## src/rtl/core/cfsg_pkg.sv

```systemverilog
`timescale 1ns / 1ps
// ---------------------------------------------------------------------------
// cfsg_pkg
// Shared types and constants for the coil firing sequencer.
// ---------------------------------------------------------------------------
package cfsg_pkg;

   localparam int NUM_GATES   = 4;
   localparam int NUM_SENSORS = 5;
   localparam int NUM_REGS    = 6;

   localparam int REG_W   = 16;
   localparam int TIME_W  = 32;
   localparam int SPEED_W = 16;
   localparam int NUM_W   = 26;   // spacing_um * 1000 fits in 26 bits
   localparam int ADDR_W  = 5;
   localparam int IDX_W   = 3;
   localparam int GIDX_W  = 2;

   localparam int REQ_DATA_W = 72;
   localparam int RSP_DATA_W = 80;

   // register indexes
   localparam logic [IDX_W-1:0] REG_SPACING_1 = 3'd0;
   localparam logic [IDX_W-1:0] REG_SPACING_2 = 3'd1;
   localparam logic [IDX_W-1:0] REG_SPACING_3 = 3'd2;
   localparam logic [IDX_W-1:0] REG_SPACING_4 = 3'd3;
   localparam logic [IDX_W-1:0] REG_WINDOW    = 3'd4;
   localparam logic [IDX_W-1:0] REG_COOLDOWN  = 3'd5;

   localparam logic [REG_W-1:0] RST_SPACING_1 = 16'd38000;
   localparam logic [REG_W-1:0] RST_SPACING_2 = 16'd38000;
   localparam logic [REG_W-1:0] RST_SPACING_3 = 16'd39500;
   localparam logic [REG_W-1:0] RST_SPACING_4 = 16'd39000;
   localparam logic [REG_W-1:0] RST_WINDOW    = 16'd1000;
   localparam logic [REG_W-1:0] RST_COOLDOWN  = 16'd10000;

   localparam logic [NUM_W-1:0]   UM_TO_MM_SCALE = 26'd1000;
   localparam logic [SPEED_W-1:0] SPEED_MAX      = 16'hFFFF;

   typedef struct packed {
      logic [NUM_GATES-1:0][REG_W-1:0] spacing_um;
      logic [REG_W-1:0]                fire_window_ms;
      logic [REG_W-1:0]                cooldown_ms;
   } cfg_type;

   typedef struct packed {
      logic              start;
      logic [NUM_W-1:0]  num;
      logic [TIME_W-1:0] den;
   } div_req_type;

   typedef struct packed {
      logic               done;
      logic [SPEED_W-1:0] quot;
   } div_rsp_type;

endpackage

```

## src/rtl/core/cfsg_csr.sv

```systemverilog
`timescale 1ns / 1ps
// ---------------------------------------------------------------------------
// cfsg_csr
// APB-style register file holding gate spacings and firing timings.
// ---------------------------------------------------------------------------
module cfsg_csr (
   input  logic                      clock,
   input  logic                      reset,
   input  logic                      csr_psel,
   input  logic                      csr_penable,
   input  logic                      csr_pwrite,
   input  logic [cfsg_pkg::ADDR_W-1:0] csr_paddr,
   input  logic [31:0]               csr_pwdata,
   output logic [31:0]               csr_prdata,
   output logic                      csr_pready,
   output cfsg_pkg::cfg_type         cfg
);
   import cfsg_pkg::*;

   logic [REG_W-1:0] regs_ff [NUM_REGS];
   logic [IDX_W-1:0] idx;
   logic             wr_en;

   assign csr_pready = 1'b1;
   assign idx        = csr_paddr[ADDR_W-1:2];
   assign wr_en      = csr_psel & csr_penable & csr_pwrite & csr_pready;

   always_ff @(posedge clock) begin
      if (reset) begin
         regs_ff[REG_SPACING_1] <= RST_SPACING_1;
         regs_ff[REG_SPACING_2] <= RST_SPACING_2;
         regs_ff[REG_SPACING_3] <= RST_SPACING_3;
         regs_ff[REG_SPACING_4] <= RST_SPACING_4;
         regs_ff[REG_WINDOW]    <= RST_WINDOW;
         regs_ff[REG_COOLDOWN]  <= RST_COOLDOWN;
      end else if (wr_en && idx <= REG_COOLDOWN) begin
         regs_ff[idx] <= csr_pwdata[REG_W-1:0];
      end
   end

   always_comb begin
      csr_prdata = 32'd0;
      if (idx <= REG_COOLDOWN) begin
         csr_prdata = {16'd0, regs_ff[idx]};
      end
   end

   assign cfg.spacing_um[0]  = regs_ff[REG_SPACING_1];
   assign cfg.spacing_um[1]  = regs_ff[REG_SPACING_2];
   assign cfg.spacing_um[2]  = regs_ff[REG_SPACING_3];
   assign cfg.spacing_um[3]  = regs_ff[REG_SPACING_4];
   assign cfg.fire_window_ms = regs_ff[REG_WINDOW];
   assign cfg.cooldown_ms    = regs_ff[REG_COOLDOWN];

endmodule

```

## src/rtl/core/cfsg_div.sv

```systemverilog
`timescale 1ns / 1ps
// ---------------------------------------------------------------------------
// cfsg_div
// Shared radix-2 restoring divider with saturation to 16 bits.
// ---------------------------------------------------------------------------
module cfsg_div (
   input  logic                  clock,
   input  logic                  reset,
   input  cfsg_pkg::div_req_type req,
   output cfsg_pkg::div_rsp_type rsp
);
   import cfsg_pkg::*;

   logic                 busy_ff, busy_in;
   logic                 done_ff, done_in;
   logic [3:0]           cnt_ff, cnt_in;
   logic [TIME_W-1:0]    rem_ff, rem_in;
   logic [SPEED_W-1:0]   quo_ff, quo_in;
   logic [TIME_W-1:0]    den_ff, den_in;
   logic [TIME_W:0]      trial;
   logic [TIME_W:0]      diff;
   logic                 fits;
   logic                 sat;

   // quotient overflows 16 bits iff num >= den * 2^16
   assign sat   = {22'd0, req.num[NUM_W-1:SPEED_W]} >= req.den;
   assign trial = {rem_ff, quo_ff[SPEED_W-1]};
   assign fits  = trial >= {1'b0, den_ff};
   assign diff  = trial - {1'b0, den_ff};

   always_comb begin
      busy_in = busy_ff;
      done_in = 1'b0;
      cnt_in  = cnt_ff;
      rem_in  = rem_ff;
      quo_in  = quo_ff;
      den_in  = den_ff;
      if (req.start) begin
         cnt_in = 4'd0;
         if (sat) begin
            quo_in  = SPEED_MAX;
            done_in = 1'b1;
            busy_in = 1'b0;
         end else begin
            rem_in  = {22'd0, req.num[NUM_W-1:SPEED_W]};
            quo_in  = req.num[SPEED_W-1:0];
            den_in  = req.den;
            busy_in = 1'b1;
         end
      end else if (busy_ff) begin
         rem_in = fits ? diff[TIME_W-1:0] : trial[TIME_W-1:0];
         quo_in = {quo_ff[SPEED_W-2:0], fits};
         cnt_in = cnt_ff + 4'd1;
         if (cnt_ff == 4'd15) begin
            busy_in = 1'b0;
            done_in = 1'b1;
         end
      end
   end

   always_ff @(posedge clock) begin
      if (reset) begin
         busy_ff <= 1'b0;
         done_ff <= 1'b0;
         cnt_ff  <= 4'd0;
      end else begin
         busy_ff <= busy_in;
         done_ff <= done_in;
         cnt_ff  <= cnt_in;
      end
   end

   always_ff @(posedge clock) begin
      rem_ff <= rem_in;
      quo_ff <= quo_in;
      den_ff <= den_in;
   end

   assign rsp.done = done_ff;
   assign rsp.quot = quo_ff;

endmodule

```

## src/rtl/core/coil_firing_sequencer_with_speed_gates.sv

```systemverilog
`timescale 1ns / 1ps
// ---------------------------------------------------------------------------
// coil_firing_sequencer_with_speed_gates
// Arms a firing window on sensor 1, drives one-hot coils and times gates.
// ---------------------------------------------------------------------------
// A sample passes from ST_ARM straight to ST_DONE when sensor 1 reads low,
// as the gates are skipped; otherwise the four gates are walked in ST_GATE.
// Each gate that reports a speed waits in ST_DIV for the shared divider,
// which produces one quotient bit per cycle and serves the gates in turn (a
// saturated speed skips the bit steps); all four gates can report. The
// input is not ready while a sample is in work, but a new sample is taken
// while the previous result still waits in the output register; a finished
// sample holds until that register is free.
module coil_firing_sequencer_with_speed_gates (
   input  logic                            clock,
   input  logic                            reset,
   // tdata: sensor_levels[4:0], time_us[36:5], time_ms[68:37]
   input  logic                            req_tvalid,
   output logic                            req_tready,
   input  logic [cfsg_pkg::REQ_DATA_W-1:0] req_tdata,
   // tdata: coil_drive[4:0], speed_valid[8:5], speed_gate_1[24:9],
   //        speed_gate_2[40:25], speed_gate_3[56:41], speed_gate_4[72:57]
   output logic                            rsp_tvalid,
   input  logic                            rsp_tready,
   output logic [cfsg_pkg::RSP_DATA_W-1:0] rsp_tdata,
   input  logic                            csr_psel,
   input  logic                            csr_penable,
   input  logic                            csr_pwrite,
   input  logic [cfsg_pkg::ADDR_W-1:0]     csr_paddr,
   input  logic [31:0]                     csr_pwdata,
   output logic [31:0]                     csr_prdata,
   output logic                            csr_pready
);
   import cfsg_pkg::*;

   localparam logic [2:0] ST_IDLE = 3'd0;
   localparam logic [2:0] ST_ARM  = 3'd1;
   localparam logic [2:0] ST_GATE = 3'd2;
   localparam logic [2:0] ST_DIV  = 3'd3;
   localparam logic [2:0] ST_DONE = 3'd4;

   cfg_type     cfg;
   div_req_type div_req;
   div_rsp_type div_rsp;

   logic [2:0]               state_ff, state_in;
   logic [GIDX_W-1:0]        gidx_ff, gidx_in;
   logic [NUM_SENSORS-1:0]   lvl_ff, lvl_in;
   logic [TIME_W-1:0]        tus_ff, tus_in;
   logic [TIME_W-1:0]        tms_ff, tms_in;
   logic [TIME_W-1:0]        arm_ff, arm_in;
   logic [TIME_W-1:0]        start_ff [NUM_GATES];
   logic [TIME_W-1:0]        start_in [NUM_GATES];
   logic [NUM_SENSORS-1:0]   coil_ff, coil_in;
   logic [NUM_GATES-1:0]     valid_ff, valid_in;
   logic [SPEED_W-1:0]       spd_ff [NUM_GATES];
   logic [SPEED_W-1:0]       spd_in [NUM_GATES];
   logic                     rsp_valid_ff, rsp_valid_in;
   logic [RSP_DATA_W-1:0]    rsp_data_ff, rsp_data_in;

   logic [TIME_W-1:0]        arm_new;
   logic [TIME_W-1:0]        elapsed_ms;
   logic [NUM_SENSORS-1:0]   low_mask;
   logic [NUM_SENSORS-1:0]   lowest_low;
   logic [NUM_SENSORS-1:0]   lvl_shift;
   logic                     here_low, next_low;
   logic [TIME_W-1:0]        gate_start;
   logic [TIME_W-1:0]        gate_el;
   logic                     out_free;

   cfsg_csr u_csr (
      .clock       (clock),
      .reset       (reset),
      .csr_psel    (csr_psel),
      .csr_penable (csr_penable),
      .csr_pwrite  (csr_pwrite),
      .csr_paddr   (csr_paddr),
      .csr_pwdata  (csr_pwdata),
      .csr_prdata  (csr_prdata),
      .csr_pready  (csr_pready),
      .cfg         (cfg)
   );

   cfsg_div u_div (
      .clock (clock),
      .reset (reset),
      .req   (div_req),
      .rsp   (div_rsp)
   );

   assign req_tready = (state_ff == ST_IDLE);
   assign rsp_tvalid = rsp_valid_ff;
   assign rsp_tdata  = rsp_data_ff;
   assign out_free   = !rsp_valid_ff || rsp_tready;

   // arming and window test
   assign arm_new    = (!lvl_ff[0] && arm_ff == '0) ? tms_ff : arm_ff;
   assign elapsed_ms = tms_ff - arm_new;
   assign low_mask   = ~lvl_ff;
   assign lowest_low = low_mask & (~low_mask + 5'd1);

   // current gate
   assign lvl_shift  = lvl_ff >> gidx_ff;
   assign here_low   = !lvl_shift[0];
   assign next_low   = !lvl_shift[1];
   assign gate_start = start_ff[gidx_ff];
   assign gate_el    = tus_ff - gate_start;

   always_comb begin
      state_in     = state_ff;
      gidx_in      = gidx_ff;
      lvl_in       = lvl_ff;
      tus_in       = tus_ff;
      tms_in       = tms_ff;
      arm_in       = arm_ff;
      start_in     = start_ff;
      coil_in      = coil_ff;
      valid_in     = valid_ff;
      spd_in       = spd_ff;
      rsp_valid_in = rsp_valid_ff;
      rsp_data_in  = rsp_data_ff;
      div_req.start = 1'b0;
      div_req.num   = NUM_W'(cfg.spacing_um[gidx_ff]) * UM_TO_MM_SCALE;
      div_req.den   = gate_el;

      if (rsp_valid_ff && rsp_tready) begin
         rsp_valid_in = 1'b0;
      end

      unique case (state_ff)
         ST_IDLE: begin
            if (req_tvalid) begin
               lvl_in   = req_tdata[4:0];
               tus_in   = req_tdata[36:5];
               tms_in   = req_tdata[68:37];
               valid_in = '0;
               for (int g = 0; g < NUM_GATES; g++) begin
                  spd_in[g] = '0;
               end
               state_in = ST_ARM;
            end
         end
         ST_ARM: begin
            arm_in = arm_new;
            if (elapsed_ms <= {16'd0, cfg.fire_window_ms}) begin
               coil_in = lowest_low;
            end else begin
               coil_in = '0;
               if (elapsed_ms >= {16'd0, cfg.cooldown_ms}) begin
                  arm_in = '0;
               end
            end
            gidx_in  = '0;
            state_in = lvl_ff[0] ? ST_GATE : ST_DONE;
         end
         ST_GATE: begin
            state_in = (gidx_ff == GIDX_W'(NUM_GATES - 1)) ? ST_DONE : ST_GATE;
            gidx_in  = gidx_ff + 1'b1;
            if (here_low && gate_start == '0 && !next_low) begin
               start_in[gidx_ff] = tus_ff;
            end
            if (next_low && gate_start != '0) begin
               start_in[gidx_ff] = '0;
               if (gate_el > 32'd1) begin
                  div_req.start = 1'b1;
                  gidx_in       = gidx_ff;
                  state_in      = ST_DIV;
               end
            end
         end
         ST_DIV: begin
            if (div_rsp.done) begin
               spd_in[gidx_ff]   = div_rsp.quot;
               valid_in[gidx_ff] = 1'b1;
               gidx_in           = gidx_ff + 1'b1;
               state_in = (gidx_ff == GIDX_W'(NUM_GATES - 1)) ? ST_DONE : ST_GATE;
            end
         end
         ST_DONE: begin
            if (out_free) begin
               rsp_valid_in = 1'b1;
               rsp_data_in  = {7'd0, spd_ff[3], spd_ff[2], spd_ff[1], spd_ff[0],
                               valid_ff, coil_ff};
               state_in     = ST_IDLE;
            end
         end
         default: begin
            state_in = ST_IDLE;
         end
      endcase
   end

   always_ff @(posedge clock) begin
      if (reset) begin
         state_ff     <= ST_IDLE;
         gidx_ff      <= '0;
         arm_ff       <= '0;
         rsp_valid_ff <= 1'b0;
         for (int g = 0; g < NUM_GATES; g++) begin
            start_ff[g] <= '0;
         end
      end else begin
         state_ff     <= state_in;
         gidx_ff      <= gidx_in;
         arm_ff       <= arm_in;
         rsp_valid_ff <= rsp_valid_in;
         start_ff     <= start_in;
      end
   end

   always_ff @(posedge clock) begin
      lvl_ff      <= lvl_in;
      tus_ff      <= tus_in;
      tms_ff      <= tms_in;
      coil_ff     <= coil_in;
      valid_ff    <= valid_in;
      spd_ff      <= spd_in;
      rsp_data_ff <= rsp_data_in;
   end

endmodule
```

## config.mk

```make
export PLATFORM = sky130hd
export DESIGN_NAME = coil_firing_sequencer_with_speed_gates
export DESIGN_NICKNAME = d
export VERILOG_FILES = /design/src/rtl/core/cfsg_pkg.sv /design/src/rtl/core/cfsg_csr.sv /design/src/rtl/core/cfsg_div.sv /design/src/rtl/core/coil_firing_sequencer_with_speed_gates.sv
export SDC_FILE = /design/constraint.sdc
export NUM_CORES = 1
export LEC_CHECK = 0
export ABC_AREA = 1
export ABC_CLOCK_PERIOD_IN_PS = 9900
export BUFFER_PORTS_ARGS = -buffer_cell sky130_fd_sc_hd__buf_2
export CORE_UTILIZATION = 62
export CTS_BUF_LIST = sky130_fd_sc_hd__clkbuf_16
export CTS_CLUSTER_DIAMETER = 120
export CTS_CLUSTER_SIZE = 30
export DETAILED_ROUTE_END_ITERATION = 16
export PLACE_DENSITY_LB_ADDON = 0.2
export SLEW_MARGIN = 30
export SYNTH_ARGS = -nofsm -noshare
export SYNTH_HDL_FRONTEND = slang
export SYNTH_SLANG_ARGS = --single-unit
```

## constraint.sdc

```tcl
create_clock -name clock -period 9.9 [get_ports clock]
set_input_delay 0.495 -clock clock [delete_from_list [all_inputs] [get_ports clock]]
set_output_delay 0.495 -clock clock [all_outputs]
set_load 0.02 [all_outputs]
```

Word-level counts from Yosys, hierarchy flattened. Memories as Yosys holds them, arrays and structs flattened. Cells that the tools add are included.

Flip-flop bits (word level): 467. Bits in writable memories: 96. Input port bits: 116. Word-level logic and storage cells: 160. Memories kept: 1.

Add/sub/neg operators: 6. $mul: 1. Order comparisons: 10. Equality and inequality tests: 11. Shifts and indexed selects: 1. Muxes and demuxes: 67. Bitwise logic cells: 10. Reduce and logical (&&, ||, !) cells: 29.

Memory list: u_csr.regs_ff (depth 6, width 16, read ports 7, clocked after memory_dff 0, wr ports 6, RTL line cfsg_csr.sv:20) `logic [REG_W-1:0] regs_ff [NUM_REGS];`.

Operators by type and width (number): 128-bit two-way mux (3); 32-bit two-way mux (10); 128-bit bitwise AND (1); 128-bit bitwise mux (1); 64-bit two-way mux (2); 128-bit inverter (1); 64-bit one-hot mux with 2 select lines (1); 16-bit two-way mux (7); 32-bit subtractor (3); 32-bit binary-select mux with 2-bit select (1); 64-bit bitwise mux (1); 32-bit demux with 2-bit select (1); 32-bit zero test (2); 33-bit by 32-bit greater-or-equal comparator with 1-bit output (1); 16-bit binary-select mux with 2-bit select (1); 16-bit demux with 2-bit select (1); 10-bit by 32-bit greater-or-equal comparator with 1-bit output (1); 32-bit by 16-bit greater-or-equal comparator with 1-bit output (1); 32-bit by 1-bit > comparator with 1-bit output (second input constant) (1); 32-bit by 16-bit <= comparator with 1-bit output (1); 32-bit nonzero test (1); 3-bit two-way mux (8); 16-bit by 7-bit multiplier with 23-bit output (second input constant) (1); 1-bit two-way mux (21); 39 further kinds (63).

Longest topological paths before layout.
Depth after elaboration: 11. Depth in mapped cells: 37.

Modules after synthesis. A second synthesis with hierarchy kept.

Cells, all modules: 4826. Area, all modules: 37634.8 um^2.

Modules (own cells, without submodules): coil_firing_sequencer_with_speed_gates (instances 1, cells an instance 3366, area each 25406.9 um^2, sequential area each 9779.4 um^2); cfsg_div (instances 1, cells an instance 881, area each 6406.1 um^2, sequential area each 2522.4 um^2); cfsg_csr (instances 1, cells an instance 579, area each 5821.8 um^2, sequential area each 3843.7 um^2).

Least setup slack after synthesis. Ideal clock, no wire load.

Path type: flip-flop to flip-flop. From: register gidx_ff[0]. To: register u_div.rem_ff[0] (enable). Library setup time: 0.658 ns. Arrival time: 8.036 ns. Path slack: 1.206 ns. Cell stages (with the launch flop): 35. Buffers on the path: 5. Clock period less this slack: 8.694 ns. Cells stage by stage: dfxtp_1 > buf_6 > buf_6 > buf_2 > buf_1 > clkbuf_1 > a21oi_1 > a32oi_1 > inv_1 > fa_1 > fa_1 > fa_1 > fa_1 > inv_1 > ha_1 > nand2_1 > o21ai_0 > nand2_1 > o21bai_1 > a21boi_0 > o31ai_1 > nand3_1 > nand2_1 > nor2_1 > or2_2 > ha_1 > nand4_1 > nor3_1 > nor3_1 > o211ai_1 > a31oi_1 > a21oi_1 > nand4_1 > nand2_2 > o21ai_0.

Cells in the longest elaborated chain, start to end: 11.

RTL lines: start, declared (RTL line coil_firing_sequencer_with_speed_gates.sv:47) `logic [GIDX_W-1:0] gidx_ff, gidx_in;`; start signal, assigned (RTL line coil_firing_sequencer_with_speed_gates.sv:204) `gidx_ff <= gidx_in;`; branches (longest 10 deep; another with 10-bit by 32-bit greater-or-equal comparator with 1-bit output); 2-bit AND reduction (no source line) (*); end signal, assigned (RTL line cfsg_div.sv:74) `rem_ff <= rem_in;`; end, declared (RTL line cfsg_div.sv:17) `logic [TIME_W-1:0] rem_ff, rem_in;`.

Mark *: on every way between the ends. The select of a mux whose other input is x is not followed. A chain may end at the register's enable or synchronous reset.

Final worst setup path.
From: register gidx_ff[1]. To: register u_div.quo_ff[14], data pin.

Cells in the longest elaborated chain, start to end: 10.

RTL lines: branches (longest 9 deep; another with 10-bit by 32-bit greater-or-equal comparator with 1-bit output); 16-bit two-way mux (*) (RTL line cfsg_div.sv:38) `if (req.start) begin`; net u_div.quo_in[14] (RTL line cfsg_div.sv:18) `logic [SPEED_W-1:0] quo_ff, quo_in;`; end signal, assigned (RTL line cfsg_div.sv:75) `quo_ff <= quo_in;`; end, declared (RTL line cfsg_div.sv:18).

Mark *: on every way through the listed nets, which the timed path passes. The select of a mux whose other input is x is not followed.

==> metrics.csv <==
metric;value;unit
worstSetupStartpoint;gidx_ff[1];
grt_max_degree;94;
crit_top_cell;fa_1;
async_flop_share;0;
tightestPinTransition;995;ps
synth.avg_cell_area;8.09;um^2
instances_no_fill;5355;
min_period;8700;ps
drtIter0Drc;2687;
clk_path_buf_depth;3;
yosysSeqAreaShare;0.447;
multi_input_area;16600;um^2
ys.warnings.count;0;
die_h;243;um
fin_crit_sh;0.878;
min-delay-start;req_tdata[26];
dp_cells;5310;
maxCapViolCount;0;
synth_edf_count;423;
mostFrequentLayoutCells;nand2_1, inv_1, a21oi_1;
die_x;243;um
cts_made_buffers;23;
n_fill_cell;4919;
clkLatencyLatePin;620;ps
crit_type;reg2reg;
fin_ws;1200;ps
irDropWorstVdd;0.204;mV
cts_max_level;1;
synth_cell_type_count;53;
wirelength;91600;um
route.detailed.wl_per_inst;17.1;um
regArea;16100;um^2
cp_slowest_cell;inv_2;
drc_errors;0;
holdBufCountCts;0;
cp_slowest_stage_delay;730;ps
final-setup-viol-count;0;
drive_gt1_frac;0.0617;
relSlewSlack;0.336;
cts.sinks;595;
pin_count;231;
dp_worst_setup_slack;1240;ps
post-cts-setup-buffers;0;
num-nets-final;4937;
cts_resized;0;
slew_violations;0;
antenna_found_initial;3;
track_usage;0.309;
leakagePower;17.1;nW
mostFrequentLayoutCell;nand2_1;
clk_pin_slew;130;ps
fp-row-count;88;
worstSetupEndpointType;register;
synth_top_flop_cell;edfxtp_1;
antenna_left;0;
cp-start-kind;register;
clockRootBuffer;clkbuf_16;
hp-class;in2reg;
syn_to_final_growth;5.95;%
gp_congestion;0.988;
vias;29852;
drt-pass1-iter-count;7;
fp.dieArea;59200;um^2
grt_overflow;0;
required;10220;ps
hold_viol;0;
synth_area;36100;um^2
start_util;0.627;
portBuffers;185;
dpl.hpwl;66300;um
rr_startpoint;gidx_ff[1];
arrival;9020;ps
grt_setup_unrepaired;false;
path_max_fanout;42;
core-area;57600;um^2
ys_seq_elements;595;
tritoncts;done;
syn_inst;4465;
grt_pass1_wl;147000;um
viasPerCell;5.57;
outcome;finished, final reports clean;
fmax;115;MHz
powerDensity;217;nW/um^2
fin_setup_tns;0;ps
grt_pass1_vias;27942;
clock-skew-final;26.6;ps
==> synth_stat cells, types with 15 or more instances <==
cell type	instances	area (um^2)
a21oi_1	521	2610
a22o_1	16	140
a32oi_1	15	131
buf_2	37	185
buf_4	33	248
clkbuf_1	109	409
dfxtp_1	172	3440
edfxtp_1	423	12700
fa_1	57	1140
ha_1	193	2410
inv_1	698	2620
nand2_1	1081	4060
nand3_1	83	415
nand4_1	32	200
nor2_1	304	1140
nor3_1	32	160
o211ai_1	54	405
o21ai_0	237	1190
o21ai_1	134	671
xnor2_1	36	315
xor2_1	47	412
==> cell type report <==
cell class                 instances  share of cell area
inverter                         709              0.0696
sequential                       595               0.422
clock inverter                    18             0.00183
timing repair buffer             223              0.0318
clock buffer                      23              0.0150
multi-input combinational       3019               0.435
tap                              765              0.0250
antenna                            3            0.000196
==> worst max-delay path, delay by kind of cell, from the launching register on <==
kind,cells,cell delay [ps]
AND/OR/NAND/NOR,11,1440
adder cells (fa/ha/maj),6,2680
buffers and inverters,4,1460
AO/OA/AOI/OAI,10,2490
flip-flops,1,340
==> final timing paths <==
path | cells after the start | endpoint | slack, ps
hold reg to reg | 0 | rsp_tdata[1] | 430
hold / removal | 1 | tus_ff[21] | 50
setup reg to reg | 31 | u_div.quo_ff[14] | 1200
setup / recovery | 31 | u_div.quo_ff[14] | 1200
==> power by group <==
group | leakage [nW] | internal (mW) | switching, mW | total, mW
sequential | 5.40 | 2.94 | 0.147 | 3.09
combinational | 11.4 | 1.40 | 2.62 | 4.02
clock | 0.378 | 0.432 | 0.762 | 1.19
total | 17.1 | 4.77 | 3.53 | 8.30
==> stage by stage <==
step | hold WS (ps) | cell area (um^2) | power [mW] | utilization
after floorplan | 400 | 36300 | 6.07 | -
after global placement | 402 | 37600 | 7.00 | 0.653
after detailed placement | 406 | 37600 | 7.09 | 0.653
after CTS | 23.0 | 38200 | 8.27 | 0.664
after global routing | 29.2 | 38300 | 8.98 | 0.664
final | 47.3 | 38300 | 8.30 | 0.664
==> logic make-up after synthesis <==
family / count (synthesis) / synth area share
adders and majority gates: 250 / 0.0985
buffers and inverters: 905 / 0.100
xor gates and xnor gates: 83 / 0.0201
AOI/OAI and AO/OA: 1058 / 0.160
other: 2 / 0.000208
and+or+nand+nor: 1572 / 0.174
DFF: 595 / 0.447
==> layer usage <==
layer | vias to the layer above | share of wire | GRT usage
li1 | 14846 | - | -
met1 | 13763 | 0.42 | 0.415
met2 | 1090 | 0.48 | 0.526
met3 | 153 | 0.067 | 0.0272
met4 | 0 | 0.034 | 0.106
met5 | - | 0 | 0
==> flip-flops by register name, summed over array words and instances (netlist names), 4 cells and up <==
| register | cells |
|---|---|
| arm_ff | 32 |
| coil_ff | 5 |
| lvl_ff | 5 |
| rsp_tdata | 73 |
| spd_ff | 64 |
| start_ff | 128 |
| tms_ff | 32 |
| tus_ff | 32 |
| u_csr.regs_ff | 128 |
| u_div.cnt_ff | 4 |
| u_div.den_ff | 32 |
| u_div.quo_ff | 16 |
| u_div.rem_ff | 32 |
| valid_ff | 4 |
Power figures use the tool's default switching activity.
